[config.mk]
export PLATFORM = sky130hd
export DESIGN_NAME = i2c_register_master
export DESIGN_NICKNAME = d
export VERILOG_FILES = /design/src/hw/rtl/i2crm_pkg.sv /design/src/hw/rtl/i2c_register_master.sv /design/src/hw/rtl/i2crm_wbuf.sv /design/src/hw/rtl/i2crm_ctrl.sv
export SDC_FILE = /design/constraint.sdc
export NUM_CORES = 1
export LEC_CHECK = 0
export BUFFER_PORTS_ARGS = -buffer_cell sky130_fd_sc_hd__buf_4
export CORE_ASPECT_RATIO = 0.8
export CORE_MARGIN = 4
export CORE_UTILIZATION = 55
export CTS_CLUSTER_SIZE = 28
export DETAILED_ROUTE_END_ITERATION = 7
export GPL_TIMING_DRIVEN = 0
export HOLD_SLACK_MARGIN = 0.15
export PLACE_DENSITY = 0.72
export SYNTH_ARGS = -nofsm -noshare
export SYNTH_HDL_FRONTEND = slang
export SYNTH_SLANG_ARGS = --single-unit
[constraint.sdc]
create_clock -name i_clk -period 7.4 [get_ports i_clk]
set_input_delay 0 -clock i_clk [delete_from_list [all_inputs] [get_ports i_clk]]
set_output_delay 0 -clock i_clk [all_outputs]
set_load 0.1 [all_outputs]
[src/hw/rtl/i2crm_pkg.sv]
`timescale 1ns / 1ps

package i2crm_pkg;

    // Field widths
    localparam int ADDR_W   = 7;
    localparam int BYTE_W   = 8;
    localparam int LEN_W    = 5;
    localparam int BUF_AW   = 4;
    localparam int BUF_DEPTH = 16;
    localparam int TICK_W   = 10;
    localparam int BIT_W    = 4;

    localparam logic [LEN_W-1:0]  MAX_LEN         = 5'd16;
    localparam logic [TICK_W-1:0] DEF_PHASE_TICKS = 10'd15;
    localparam logic [BIT_W-1:0]  BITS_PER_BYTE   = 4'd8;

    // Request opcodes
    typedef enum logic [1:0] {
        OP_TICK  = 2'd0,
        OP_LOAD  = 2'd1,
        OP_WRITE = 2'd2,
        OP_READ  = 2'd3
    } t_op;

    // Completion status
    typedef enum logic [1:0] {
        ST_OK         = 2'd0,
        ST_START_FAIL = 2'd1,
        ST_ADDR_NACK  = 2'd2,
        ST_DATA_NACK  = 2'd3
    } t_status;

    // Kind of byte on the wire
    typedef enum logic [1:0] {
        KIND_ADDR_W = 2'd0,
        KIND_REG    = 2'd1,
        KIND_DATA   = 2'd2,
        KIND_ADDR_R = 2'd3
    } t_kind;

    // Bus phases
    typedef enum logic [4:0] {
        PH_IDLE   = 5'd0,
        PH_ST_A   = 5'd1,
        PH_ST_B   = 5'd2,
        PH_ST_C   = 5'd3,
        PH_TX_LO  = 5'd4,
        PH_TX_SET = 5'd5,
        PH_TX_HI  = 5'd6,
        PH_AK_LO  = 5'd7,
        PH_AK_REL = 5'd8,
        PH_AK_HI  = 5'd9,
        PH_RX_LO  = 5'd10,
        PH_RX_HI  = 5'd11,
        PH_MA_LO  = 5'd12,
        PH_MA_SET = 5'd13,
        PH_MA_HI  = 5'd14,
        PH_MA_END = 5'd15,
        PH_SP_LO  = 5'd16,
        PH_SP_SDA = 5'd17,
        PH_SP_HI  = 5'd18,
        PH_SP_REL = 5'd19
    } t_phase;

    // Write buffer store request
    typedef struct packed {
        logic              we;
        logic [BUF_AW-1:0] idx;
        logic [BYTE_W-1:0] data;
    } t_wbuf_wr;

    // Result of one request
    typedef struct packed {
        logic              scl;
        logic              sda;
        logic              rd_valid;
        logic [BUF_AW-1:0] rd_index;
        logic [BYTE_W-1:0] rd_byte;
        logic              busy;
        logic              done;
        t_status           status;
    } t_result;

endpackage

[src/hw/rtl/i2c_register_master.sv]
// I2C register master, one bus phase per phase_ticks tick requests.
// The result of a request is registered and shows on the output in the cycle after it is accepted.
// Throughput: one request per cycle; a request is held off only while a result
// waits in the output register under a stall.
// Reset (synchronous, active low): idle, SCL and SDA released high, phase_ticks 15,
// output empty; the write buffer holds whatever it held before.
`timescale 1ns / 1ps

module i2c_register_master (
    input  logic                            i_clk,
    input  logic                            i_rst_n,
    // request channel
    input  logic                            i_in_valid,
    output logic                            o_in_stall,
    input  logic [1:0]                      i_op,
    input  logic                            i_sda_in,
    input  logic [i2crm_pkg::ADDR_W-1:0]    i_dev_addr,
    input  logic [i2crm_pkg::BYTE_W-1:0]    i_reg_addr,
    input  logic [i2crm_pkg::LEN_W-1:0]     i_xfer_len,
    input  logic [i2crm_pkg::BUF_AW-1:0]    i_wr_index,
    input  logic [i2crm_pkg::BYTE_W-1:0]    i_wr_byte,
    // result channel
    output logic                            o_out_valid,
    input  logic                            i_out_stall,
    output logic                            o_scl_out,
    output logic                            o_sda_out,
    output logic                            o_rd_valid,
    output logic [i2crm_pkg::BUF_AW-1:0]    o_rd_index,
    output logic [i2crm_pkg::BYTE_W-1:0]    o_rd_byte,
    output logic                            o_busy_res,
    output logic                            o_done_res,
    output logic [1:0]                      o_status,
    // configuration write channel
    input  logic                            i_cfg_valid,
    output logic                            o_cfg_ready,
    input  logic [i2crm_pkg::TICK_W-1:0]    i_cfg_data
);

    logic [i2crm_pkg::TICK_W-1:0]   r_phase_ticks;
    logic                           r_out_valid, n_out_valid;
    i2crm_pkg::t_result             r_out;

    logic                           acc;
    logic [i2crm_pkg::TICK_W-1:0]   phase_len;
    i2crm_pkg::t_wbuf_wr            wbuf_wr;
    logic [i2crm_pkg::BUF_AW-1:0]   wbuf_idx;
    logic [i2crm_pkg::BYTE_W-1:0]   wbuf_data;
    i2crm_pkg::t_result             res;

    // Accept while the output register is free or draining
    assign o_in_stall = r_out_valid && i_out_stall;
    assign acc        = i_in_valid && !o_in_stall;
    assign o_cfg_ready = 1'b1;

    // Zero phase length acts as one
    assign phase_len = (r_phase_ticks == '0) ?
                       {{(i2crm_pkg::TICK_W-1){1'b0}}, 1'b1} : r_phase_ticks;

    // Hold the phase length register
    always_ff @(posedge i_clk) begin
        if (!i_rst_n) begin
            r_phase_ticks <= i2crm_pkg::DEF_PHASE_TICKS;
        end else if (i_cfg_valid && o_cfg_ready) begin
            r_phase_ticks <= i_cfg_data;
        end
    end

    // Write buffer; the slot of the next byte to send is set up a full byte
    // ahead, so the registered read is ready when the byte is loaded
    i2crm_wbuf #(
        .WIDTH (i2crm_pkg::BYTE_W),
        .DEPTH (i2crm_pkg::BUF_DEPTH)
    ) u_wbuf (
        .i_clk   (i_clk),
        .i_we    (wbuf_wr.we),
        .i_waddr (wbuf_wr.idx),
        .i_wdata (wbuf_wr.data),
        .i_raddr (wbuf_idx),
        .o_rdata (wbuf_data)
    );

    i2crm_ctrl u_ctrl (
        .i_clk         (i_clk),
        .i_rst_n       (i_rst_n),
        .i_acc         (acc),
        .i_op          (i_op),
        .i_sda_in      (i_sda_in),
        .i_dev_addr    (i_dev_addr),
        .i_reg_addr    (i_reg_addr),
        .i_xfer_len    (i_xfer_len),
        .i_wr_index    (i_wr_index),
        .i_wr_byte     (i_wr_byte),
        .i_phase_ticks (phase_len),
        .o_wr          (wbuf_wr),
        .o_rd_idx      (wbuf_idx),
        .i_rd_data     (wbuf_data),
        .o_res         (res)
    );

    // Advance the output valid
    always_comb begin
        if (acc) begin
            n_out_valid = 1'b1;
        end else if (!i_out_stall) begin
            n_out_valid = 1'b0;
        end else begin
            n_out_valid = r_out_valid;
        end
    end

    always_ff @(posedge i_clk) begin
        if (!i_rst_n) begin
            r_out_valid <= 1'b0;
        end else begin
            r_out_valid <= n_out_valid;
        end
    end

    // Capture the result of each accepted request
    always_ff @(posedge i_clk) begin
        if (acc) begin
            r_out <= res;
        end
    end

    assign o_out_valid = r_out_valid;
    assign o_scl_out   = r_out.scl;
    assign o_sda_out   = r_out.sda;
    assign o_rd_valid  = r_out.rd_valid;
    assign o_rd_index  = r_out.rd_index;
    assign o_rd_byte   = r_out.rd_byte;
    assign o_busy_res  = r_out.busy;
    assign o_done_res  = r_out.done;
    assign o_status    = r_out.status;

endmodule

[src/hw/rtl/i2crm_wbuf.sv]
`timescale 1ns / 1ps

module i2crm_wbuf #(
    parameter int WIDTH = 8,
    parameter int DEPTH = 16
) (
    input  logic                        i_clk,
    input  logic                        i_we,
    input  logic [$clog2(DEPTH)-1:0]    i_waddr,
    input  logic [WIDTH-1:0]            i_wdata,
    input  logic [$clog2(DEPTH)-1:0]    i_raddr,
    output logic [WIDTH-1:0]            o_rdata
);

    logic [WIDTH-1:0] r_mem [DEPTH];
    logic [WIDTH-1:0] r_rdata;

    // Store on write, fetch into the read register every cycle
    always_ff @(posedge i_clk) begin
        if (i_we) begin
            r_mem[i_waddr] <= i_wdata;
        end
        r_rdata <= r_mem[i_raddr];
    end

    assign o_rdata = r_rdata;

endmodule

[src/hw/rtl/i2crm_ctrl.sv]
`timescale 1ns / 1ps

module i2crm_ctrl (
    input  logic                            i_clk,
    input  logic                            i_rst_n,
    input  logic                            i_acc,
    input  logic [1:0]                      i_op,
    input  logic                            i_sda_in,
    input  logic [i2crm_pkg::ADDR_W-1:0]    i_dev_addr,
    input  logic [i2crm_pkg::BYTE_W-1:0]    i_reg_addr,
    input  logic [i2crm_pkg::LEN_W-1:0]     i_xfer_len,
    input  logic [i2crm_pkg::BUF_AW-1:0]    i_wr_index,
    input  logic [i2crm_pkg::BYTE_W-1:0]    i_wr_byte,
    input  logic [i2crm_pkg::TICK_W-1:0]    i_phase_ticks,
    output i2crm_pkg::t_wbuf_wr             o_wr,
    output logic [i2crm_pkg::BUF_AW-1:0]    o_rd_idx,
    input  logic [i2crm_pkg::BYTE_W-1:0]    i_rd_data,
    output i2crm_pkg::t_result              o_res
);

    i2crm_pkg::t_phase                  r_phase, n_phase;
    logic [i2crm_pkg::TICK_W-1:0]       r_tick, n_tick;
    logic [i2crm_pkg::BIT_W-1:0]        r_bit, n_bit;
    logic [i2crm_pkg::LEN_W-1:0]        r_byte, n_byte;
    logic [i2crm_pkg::BYTE_W-1:0]       r_shift, n_shift;
    logic [i2crm_pkg::ADDR_W-1:0]       r_addr, n_addr;
    logic [i2crm_pkg::BYTE_W-1:0]       r_reg, n_reg;
    logic [i2crm_pkg::LEN_W-1:0]        r_len, n_len;
    logic                               r_is_read, n_is_read;
    logic                               r_scl, n_scl;
    logic                               r_sda, n_sda;
    i2crm_pkg::t_kind                   r_kind, n_kind;
    i2crm_pkg::t_status                 r_fstat, n_fstat;

    i2crm_pkg::t_op                     op;
    logic [i2crm_pkg::TICK_W:0]         tick_p1;
    logic [i2crm_pkg::LEN_W-1:0]        byte_p1;
    logic                               do_enter;
    logic                               ev_done;
    i2crm_pkg::t_status                 ev_status;
    logic                               ev_rd_valid;
    logic [i2crm_pkg::BUF_AW-1:0]       ev_rd_index;
    logic [i2crm_pkg::BYTE_W-1:0]       ev_rd_byte;

    // Byte to shift out for a given kind
    function automatic logic [i2crm_pkg::BYTE_W-1:0] tx_byte(
        input i2crm_pkg::t_kind              k,
        input logic [i2crm_pkg::ADDR_W-1:0]  addr,
        input logic [i2crm_pkg::BYTE_W-1:0]  regb,
        input logic [i2crm_pkg::BYTE_W-1:0]  data
    );
        logic [i2crm_pkg::BYTE_W-1:0] b;
        case (k)
            i2crm_pkg::KIND_ADDR_W: b = {addr, 1'b0};
            i2crm_pkg::KIND_REG:    b = regb;
            i2crm_pkg::KIND_DATA:   b = data;
            default:                b = {addr, 1'b1};
        endcase
        return b;
    endfunction

    assign op      = i2crm_pkg::t_op'(i_op);
    assign tick_p1 = {1'b0, r_tick} + {{i2crm_pkg::TICK_W{1'b0}}, 1'b1};
    assign byte_p1 = r_byte + {{(i2crm_pkg::LEN_W-1){1'b0}}, 1'b1};

    // Buffer slot for the next data byte: the slot after the current byte while data is sent, else slot zero
    assign o_rd_idx = (r_kind == i2crm_pkg::KIND_DATA) ?
                      byte_p1[i2crm_pkg::BUF_AW-1:0] : '0;

    // Store a loaded byte while idle
    always_comb begin
        o_wr.we   = i_acc && (op == i2crm_pkg::OP_LOAD) && (r_phase == i2crm_pkg::PH_IDLE);
        o_wr.idx  = i_wr_index;
        o_wr.data = i_wr_byte;
    end

    // Next state and result
    always_comb begin
        n_phase     = r_phase;
        n_tick      = r_tick;
        n_bit       = r_bit;
        n_byte      = r_byte;
        n_shift     = r_shift;
        n_addr      = r_addr;
        n_reg       = r_reg;
        n_len       = r_len;
        n_is_read   = r_is_read;
        n_scl       = r_scl;
        n_sda       = r_sda;
        n_kind      = r_kind;
        n_fstat     = r_fstat;
        do_enter    = 1'b0;
        ev_done     = 1'b0;
        ev_status   = i2crm_pkg::ST_OK;
        ev_rd_valid = 1'b0;
        ev_rd_index = '0;
        ev_rd_byte  = '0;

        if (i_acc && (op == i2crm_pkg::OP_TICK) && (r_phase != i2crm_pkg::PH_IDLE)) begin
            if (tick_p1 >= {1'b0, i_phase_ticks}) begin
                n_tick = '0;
                case (r_phase)
                    i2crm_pkg::PH_ST_A, i2crm_pkg::PH_ST_B: begin
                        // Start check: SDA must follow the driven level
                        if ((r_phase == i2crm_pkg::PH_ST_A) ? !i_sda_in : i_sda_in) begin
                            if (r_kind == i2crm_pkg::KIND_ADDR_R) begin
                                n_kind   = i2crm_pkg::KIND_ADDR_R;
                                n_shift  = tx_byte(i2crm_pkg::KIND_ADDR_R, r_addr, r_reg,
                                                   i_rd_data);
                                n_bit    = '0;
                                n_phase  = i2crm_pkg::PH_TX_LO;
                                do_enter = 1'b1;
                            end else begin
                                n_phase   = i2crm_pkg::PH_IDLE;
                                ev_done   = 1'b1;
                                ev_status = i2crm_pkg::ST_START_FAIL;
                            end
                        end else begin
                            n_phase  = (r_phase == i2crm_pkg::PH_ST_A) ?
                                       i2crm_pkg::PH_ST_B : i2crm_pkg::PH_ST_C;
                            do_enter = 1'b1;
                        end
                    end
                    i2crm_pkg::PH_ST_C: begin
                        n_shift  = tx_byte(r_kind, r_addr, r_reg, i_rd_data);
                        n_bit    = '0;
                        n_phase  = i2crm_pkg::PH_TX_LO;
                        do_enter = 1'b1;
                    end
                    i2crm_pkg::PH_TX_LO: begin
                        n_phase  = i2crm_pkg::PH_TX_SET;
                        do_enter = 1'b1;
                    end
                    i2crm_pkg::PH_TX_SET: begin
                        n_phase  = i2crm_pkg::PH_TX_HI;
                        do_enter = 1'b1;
                    end
                    i2crm_pkg::PH_TX_HI: begin
                        n_shift  = {r_shift[i2crm_pkg::BYTE_W-2:0], 1'b0};
                        n_bit    = r_bit + {{(i2crm_pkg::BIT_W-1){1'b0}}, 1'b1};
                        n_phase  = (n_bit >= i2crm_pkg::BITS_PER_BYTE) ?
                                   i2crm_pkg::PH_AK_LO : i2crm_pkg::PH_TX_LO;
                        do_enter = 1'b1;
                    end
                    i2crm_pkg::PH_AK_LO: begin
                        n_phase  = i2crm_pkg::PH_AK_REL;
                        do_enter = 1'b1;
                    end
                    i2crm_pkg::PH_AK_REL: begin
                        n_phase  = i2crm_pkg::PH_AK_HI;
                        do_enter = 1'b1;
                    end
                    i2crm_pkg::PH_AK_HI: begin
                        n_scl    = 1'b0;
                        do_enter = 1'b1;
                        case (r_kind)
                            i2crm_pkg::KIND_ADDR_W: begin
                                if (i_sda_in) begin
                                    n_fstat = i2crm_pkg::ST_ADDR_NACK;
                                    n_phase = i2crm_pkg::PH_SP_LO;
                                end else begin
                                    n_kind  = i2crm_pkg::KIND_REG;
                                    n_shift = r_reg;
                                    n_bit   = '0;
                                    n_phase = i2crm_pkg::PH_TX_LO;
                                end
                            end
                            i2crm_pkg::KIND_REG: begin
                                if (r_is_read) begin
                                    n_kind  = i2crm_pkg::KIND_ADDR_R;
                                    n_phase = i2crm_pkg::PH_ST_A;
                                end else begin
                                    n_byte = '0;
                                    if (r_len == '0) begin
                                        n_fstat = i2crm_pkg::ST_OK;
                                        n_phase = i2crm_pkg::PH_SP_LO;
                                    end else begin
                                        n_kind  = i2crm_pkg::KIND_DATA;
                                        n_shift = i_rd_data;
                                        n_bit   = '0;
                                        n_phase = i2crm_pkg::PH_TX_LO;
                                    end
                                end
                            end
                            i2crm_pkg::KIND_DATA: begin
                                if (i_sda_in) begin
                                    n_fstat = i2crm_pkg::ST_DATA_NACK;
                                    n_phase = i2crm_pkg::PH_SP_LO;
                                end else begin
                                    n_byte = byte_p1;
                                    if (byte_p1 >= r_len) begin
                                        n_fstat = i2crm_pkg::ST_OK;
                                        n_phase = i2crm_pkg::PH_SP_LO;
                                    end else begin
                                        n_shift = i_rd_data;
                                        n_bit   = '0;
                                        n_phase = i2crm_pkg::PH_TX_LO;
                                    end
                                end
                            end
                            default: begin
                                n_byte = '0;
                                if (r_len == '0) begin
                                    n_fstat = i2crm_pkg::ST_OK;
                                    n_phase = i2crm_pkg::PH_SP_LO;
                                end else begin
                                    n_sda   = 1'b1;
                                    n_shift = '0;
                                    n_bit   = '0;
                                    n_phase = i2crm_pkg::PH_RX_LO;
                                end
                            end
                        endcase
                    end
                    i2crm_pkg::PH_RX_LO: begin
                        n_phase  = i2crm_pkg::PH_RX_HI;
                        do_enter = 1'b1;
                    end
                    i2crm_pkg::PH_RX_HI: begin
                        // Shift in one bit, MSB first
                        n_shift  = {r_shift[i2crm_pkg::BYTE_W-2:0], i_sda_in};
                        n_bit    = r_bit + {{(i2crm_pkg::BIT_W-1){1'b0}}, 1'b1};
                        do_enter = 1'b1;
                        if (n_bit >= i2crm_pkg::BITS_PER_BYTE) begin
                            ev_rd_valid = 1'b1;
                            ev_rd_index = r_byte[i2crm_pkg::BUF_AW-1:0];
                            ev_rd_byte  = n_shift;
                            n_phase     = i2crm_pkg::PH_MA_LO;
                        end else begin
                            n_phase = i2crm_pkg::PH_RX_LO;
                        end
                    end
                    i2crm_pkg::PH_MA_LO: begin
                        n_phase  = i2crm_pkg::PH_MA_SET;
                        do_enter = 1'b1;
                    end
                    i2crm_pkg::PH_MA_SET: begin
                        n_phase  = i2crm_pkg::PH_MA_HI;
                        do_enter = 1'b1;
                    end
                    i2crm_pkg::PH_MA_HI: begin
                        n_phase  = i2crm_pkg::PH_MA_END;
                        do_enter = 1'b1;
                    end
                    i2crm_pkg::PH_MA_END: begin
                        n_byte   = byte_p1;
                        do_enter = 1'b1;
                        if (byte_p1 >= r_len) begin
                            n_fstat = i2crm_pkg::ST_OK;
                            n_phase = i2crm_pkg::PH_SP_LO;
                        end else begin
                            n_sda   = 1'b1;
                            n_shift = '0;
                            n_bit   = '0;
                            n_phase = i2crm_pkg::PH_RX_LO;
                        end
                    end
                    i2crm_pkg::PH_SP_LO: begin
                        n_phase  = i2crm_pkg::PH_SP_SDA;
                        do_enter = 1'b1;
                    end
                    i2crm_pkg::PH_SP_SDA: begin
                        n_phase  = i2crm_pkg::PH_SP_HI;
                        do_enter = 1'b1;
                    end
                    i2crm_pkg::PH_SP_HI: begin
                        n_phase  = i2crm_pkg::PH_SP_REL;
                        do_enter = 1'b1;
                    end
                    i2crm_pkg::PH_SP_REL: begin
                        n_phase   = i2crm_pkg::PH_IDLE;
                        ev_done   = 1'b1;
                        ev_status = r_fstat;
                    end
                    default: begin
                        n_phase = i2crm_pkg::PH_IDLE;
                    end
                endcase
            end else begin
                n_tick = tick_p1[i2crm_pkg::TICK_W-1:0];
            end
        end else if (i_acc && r_phase == i2crm_pkg::PH_IDLE &&
                     (op == i2crm_pkg::OP_WRITE || op == i2crm_pkg::OP_READ)) begin
            // Latch the command and open with START
            n_addr    = i_dev_addr;
            n_reg     = i_reg_addr;
            n_len     = (i_xfer_len > i2crm_pkg::MAX_LEN) ? i2crm_pkg::MAX_LEN : i_xfer_len;
            n_is_read = (op == i2crm_pkg::OP_READ);
            n_byte    = '0;
            n_bit     = '0;
            n_shift   = '0;
            n_fstat   = i2crm_pkg::ST_OK;
            n_kind    = i2crm_pkg::KIND_ADDR_W;
            n_phase   = i2crm_pkg::PH_ST_A;
            do_enter  = 1'b1;
        end

        // Drive the lines for the phase being entered
        if (do_enter) begin
            n_tick = '0;
            case (n_phase)
                i2crm_pkg::PH_ST_A: begin
                    n_sda = 1'b1;
                    n_scl = 1'b1;
                end
                i2crm_pkg::PH_ST_B, i2crm_pkg::PH_SP_SDA: begin
                    n_sda = 1'b0;
                end
                i2crm_pkg::PH_TX_LO, i2crm_pkg::PH_AK_LO, i2crm_pkg::PH_RX_LO,
                i2crm_pkg::PH_MA_LO, i2crm_pkg::PH_MA_END, i2crm_pkg::PH_SP_LO: begin
                    n_scl = 1'b0;
                end
                i2crm_pkg::PH_TX_SET: begin
                    n_sda = n_shift[i2crm_pkg::BYTE_W-1];
                end
                i2crm_pkg::PH_TX_HI, i2crm_pkg::PH_AK_HI, i2crm_pkg::PH_RX_HI,
                i2crm_pkg::PH_MA_HI, i2crm_pkg::PH_SP_HI: begin
                    n_scl = 1'b1;
                end
                i2crm_pkg::PH_AK_REL, i2crm_pkg::PH_SP_REL: begin
                    n_sda = 1'b1;
                end
                i2crm_pkg::PH_MA_SET: begin
                    // NACK the last byte, ACK the others
                    n_sda = (({1'b0, n_byte} + {{i2crm_pkg::LEN_W{1'b0}}, 1'b1}) >=
                             {1'b0, r_len});
                end
                default: begin
                end
            endcase
        end

        o_res.scl      = n_scl;
        o_res.sda      = n_sda;
        o_res.rd_valid = ev_rd_valid;
        o_res.rd_index = ev_rd_index;
        o_res.rd_byte  = ev_rd_byte;
        o_res.busy     = (n_phase != i2crm_pkg::PH_IDLE);
        o_res.done     = ev_done;
        o_res.status   = ev_status;
    end

    // State registers
    always_ff @(posedge i_clk) begin
        if (!i_rst_n) begin
            r_phase   <= i2crm_pkg::PH_IDLE;
            r_tick    <= '0;
            r_bit     <= '0;
            r_byte    <= '0;
            r_shift   <= '0;
            r_addr    <= '0;
            r_reg     <= '0;
            r_len     <= '0;
            r_is_read <= 1'b0;
            r_scl     <= 1'b1;
            r_sda     <= 1'b1;
            r_kind    <= i2crm_pkg::KIND_ADDR_W;
            r_fstat   <= i2crm_pkg::ST_OK;
        end else begin
            r_phase   <= n_phase;
            r_tick    <= n_tick;
            r_bit     <= n_bit;
            r_byte    <= n_byte;
            r_shift   <= n_shift;
            r_addr    <= n_addr;
            r_reg     <= n_reg;
            r_len     <= n_len;
            r_is_read <= n_is_read;
            r_scl     <= n_scl;
            r_sda     <= n_sda;
            r_kind    <= n_kind;
            r_fstat   <= n_fstat;
        end
    end

endmodule

==> metrics.md <==
| Metric | Value |
|---|---|
| Placement Setup Slack | `1.94 ns` |
| Worst Path Max Fanout | `8` |
| Vias/cell | `roughly 6.1` |
| I/O pins | `72` |
| Die height | `between 100 and 150 um` |
| Register area share after synthesis | `54.4%` |
| Nature of the critical path endpoint | `flop` |
| Post-synth EDFFs | `147` |
| Clk root buf | `clkbuf_16` |
| Largest cells by area after synthesis | `edfxtp_1 (40%), dfxtp_1 (14%), mux2i_1 (3.8%), nand2_1 (3.8%), ha_1 (2.8%)` |
| Post-Syn Area | `11,000 um2` |
| Biggest registers after layout | `u_wbuf.r_mem (128), r_phase_ticks (10), u_ctrl.r_tick (10)` |
| RSZ-0062 raised after global routing | `no` |
| Final #Nets | `1,240` |
| Final setup viols | `0` |
| Worst skew pair latency | `0.51 ns` |
| Fraction of layout cells with a size suffix above 1 | `13.1%` |
| Post-synth top area share | `40.2%` |
| Tcrit/Tclk final | `75.7%` |
| Max-slew violations | `0` |
| Worst path slowest cell | `o21ai_1` |
| Pleak | `4.91 nW` |
| P_int | `2.24 mW` |
| Status | `finished clean` |
| #FFs+latches synth | `225` |
| Setup WS post-layout | `1.80 ns` |
| Die area | `22,300 um2` |
| Register with the highest flop count | `u_wbuf.r_mem` |
| Most frequent cells in the layout | `edfxtp_1 (147), nand2_1 (111), dlygate4sd3_1 (79), dfxtp_1 (78), buf_4 (72)` |
| Most common cell after layout, fill and taps aside | `edfxtp_1` |
| Clock Skews | `approximately 0.012 ns` |
| CTS sink count | `225` |
| Number of max-cap violations | `0` |
| Core Rows | `45` |
| Min Hold Slack | `0.142 ns` |
| Power per cell area | `~210 nW/um2` |
| CTS tree | `done` |
| Hold Fails Final Rpt | `0` |
| Chip width | `around 170 um` |
| Worst-Margin Slew | `1.24 ns` |
| Vias in the first global route | `between 8,000 and 9,000` |
| Synthesized netlist cell count | `990` |
| Antenna-violating nets left | `0` |
| Worst-path clk slew | `0.06 ns` |
| Max incr delay on CP | `0.68 ns` |
| Bufs and invs on worst path | `0` |
| Sequential Power Share | `47.5%` |
| Clk pwr share | `between 40% and 50%` |
| DRC Markers | `0` |
| Antenna cells | `0` |
| Post-synth ARST share | `0%` |
| Total routed wirelength | `30,700 um` |
| GP Congestion | `0.954` |
| Cell taking the most area after synthesis | `edfxtp_1` |
| Slew headroom | `16.9%` |
| Worst endpoint data arrival time | `slightly below 6 ns` |
| Initial antenna violation count | `0` |
| CTS resizes | `0` |
| Synthesized area per cell | `11.1 um2` |
| Worst path cell trace | `ha_1 -> and4_1 -> nand2_1 -> xnor2_1 -> ha_1 -> nand4_1 -> nor2_1 -> a21oi_1 -> o21ai_1 -> o22ai_1 -> mux2_2 -> ha_1 -> ha_1 -> a21o_1 -> a21o_1 -> a21oi_1 -> nor2b_1 -> o22ai_1 -> o22ai_1 -> a31oi_1 -> or3b_1` |
| Starting Density | `56.8%` |
| Synthesized Nets | `1,065` |
| Peak Freq | `179 MHz` |
| Placed Cells | `1,318` |
| Post-route insts no fill | `1,441` |
| First-pass GRT wire length | `47,900 um` |
| Hold Path Class | `primary input to flop` |
| Synthesis-to-finish area growth | `23.0%` |
| Required time worst endpoint | `roughly 7.7 ns` |
| Setup TNS | `0 ns` |
| Detailed Place HPWL | `~21,000 um` |
| Critical Path Most Common Cell | `ha_1` |
| Crit path max-delay family | `compound AO/OA/AOI/OAI gates` |
| GRT Total Usage | `27.2%` |
| Max reg flops | `between 100 and 150` |
| Switching share of power | `22.0%` |
| Combinational group share of total power | `7.4%` |
| Htree depth | `1` |
| Crit path launch type | `flop` |
| Top_reg_cell synth | `edfxtp_1` |
| # hold bufs at CTS | `between 70 and 80` |
| DP Area | `between 10,000 and 15,000 um2` |
| Switch Pwr | `0.630 mW` |
| Drt initial violations | `955` |
| PortBufs | `70` |
| DR WL/cell | `21.3 um` |
| TritonCTS Buffers | `24` |
| Core outline area | `around 19,000 um2` |
| GRT overflow | `0` |
| Pin count of the biggest net entering global routing | `22` |
| Kind of critical path | `flop to flop` |
| Fin area | `13,500 um2` |
| Vias | `8,800` |
| Drt first pass iters | `8` |
| Final Critical Period | `5.60 ns` |
| Yosys cell types | `between 80 and 90` |
| Setup bufs post-CTS | `0` |
| Syn. warnings | `0` |
| Max IR drop VDD | `0.225 mV` |
| CTS Buffer Depth | `3` |
path summary, 6_finish.rpt:
kind | from | end | slack (ns) | depth (start not counted)
worst max-delay path | u_ctrl.r_tick[0]$_SDFFE_PP0P_ | o_sda_out$_DFFE_PP_ | 1.80 | 21
worst min-delay path | i_wr_index[3] | u_wbuf.r_mem[8][7]$_DFFE_PP_ | 0.14 | 3
worst max register to register | u_ctrl.r_tick[0]$_SDFFE_PP0P_ | o_sda_out$_DFFE_PP_ | 1.80 | 21
worst min register to register | u_ctrl.r_fstat[0]$_SDFFE_PN0P_ | u_ctrl.r_fstat[0]$_SDFFE_PN0P_ | 0.45 | 2
tightest hold or removal path: cells and delay by family:
family | cells | cell delay, ns
buf+inv | 1 | 0.12
simple gates | 2 | 0.33
per-stage QoR:
stage                     power (mW)  utilization [%]
final                           2.87             69.9
after detailed placement        1.56             61.2
after global routing            2.95             69.9
after floorplan                 1.49                -
after CTS                       2.87             69.8
after global placement          1.56             61.2
final cells by class:
type	instances	area, um2
Buffer	56	236
Multi-Input combinational cell	684	4680
Clock buffer	32	702
Inverter	25	93.8
Clock inverter	12	170
Timing Repair Buffer	149	1320
Fill cell	1415	5810
Tap cell	258	323
Sequential cell	225	5980
kinds of logic (layout without fill, tap and decap cells):
family,after synthesis,after routing,share of synthesized area (%)
multiplexers,56,56,6.04
buffers and inverters,81,274,3.01
flip-flops,225,225,54.4
AO/OA/AOI/OAI,240,240,15.9
AND/OR/NAND/NOR,343,343,16.2
adder cells (fa/ha/maj),26,26,2.94
other,1,1,0.0342
XOR/XNOR,18,18,1.44
routing by layer:
metal / part of all wire [%] / wire, um / vias to the layer above / track usage (%)
li1: - / - / 4061 / -
met1: 46 / 14000 / 4245 / 42.0
met2: 41 / 12700 / 447 / 39.4
met3: 11 / 3380 / 47 / 5.89
met4: 2.1 / 656 / 0 / 6.09
met5: 0 / 0 / - / 0
synthesized netlist by cell type, types with 8 or more instances:
cell and count:
a211oi_1 29, a21boi_0 25, a21oi_1 33, a22oi_1 30, a311oi_1 8, a31oi_1 14
and2_1 25, clkbuf_1 44, dfxtp_1 78, edfxtp_1 147, ha_1 25, inv_1 24
mux2i_1 42, nand2_1 111, nand2b_1 10, nand3_1 24, nand3b_1 11, nor2_1 52
nor2b_1 47, nor3_1 16, o211ai_1 10, o21ai_0 26, xnor2_1 13
power groups by stage:
| stage | Sequential [mW] | Clock (mW) | Combinational, mW |
|---|---|---|---|
| final | 1.36 | 1.30 | 0.212 |
| after global routing | 1.36 | 1.36 | 0.225 |
| after global placement | 1.39 | 0 | 0.171 |
| after CTS | 1.36 | 1.30 | 0.205 |
| after detailed placement | 1.39 | 0 | 0.172 |
| after floorplan | 1.42 | 0 | 0.0688 |
Note: power is estimated with default switching activity, not from simulation.
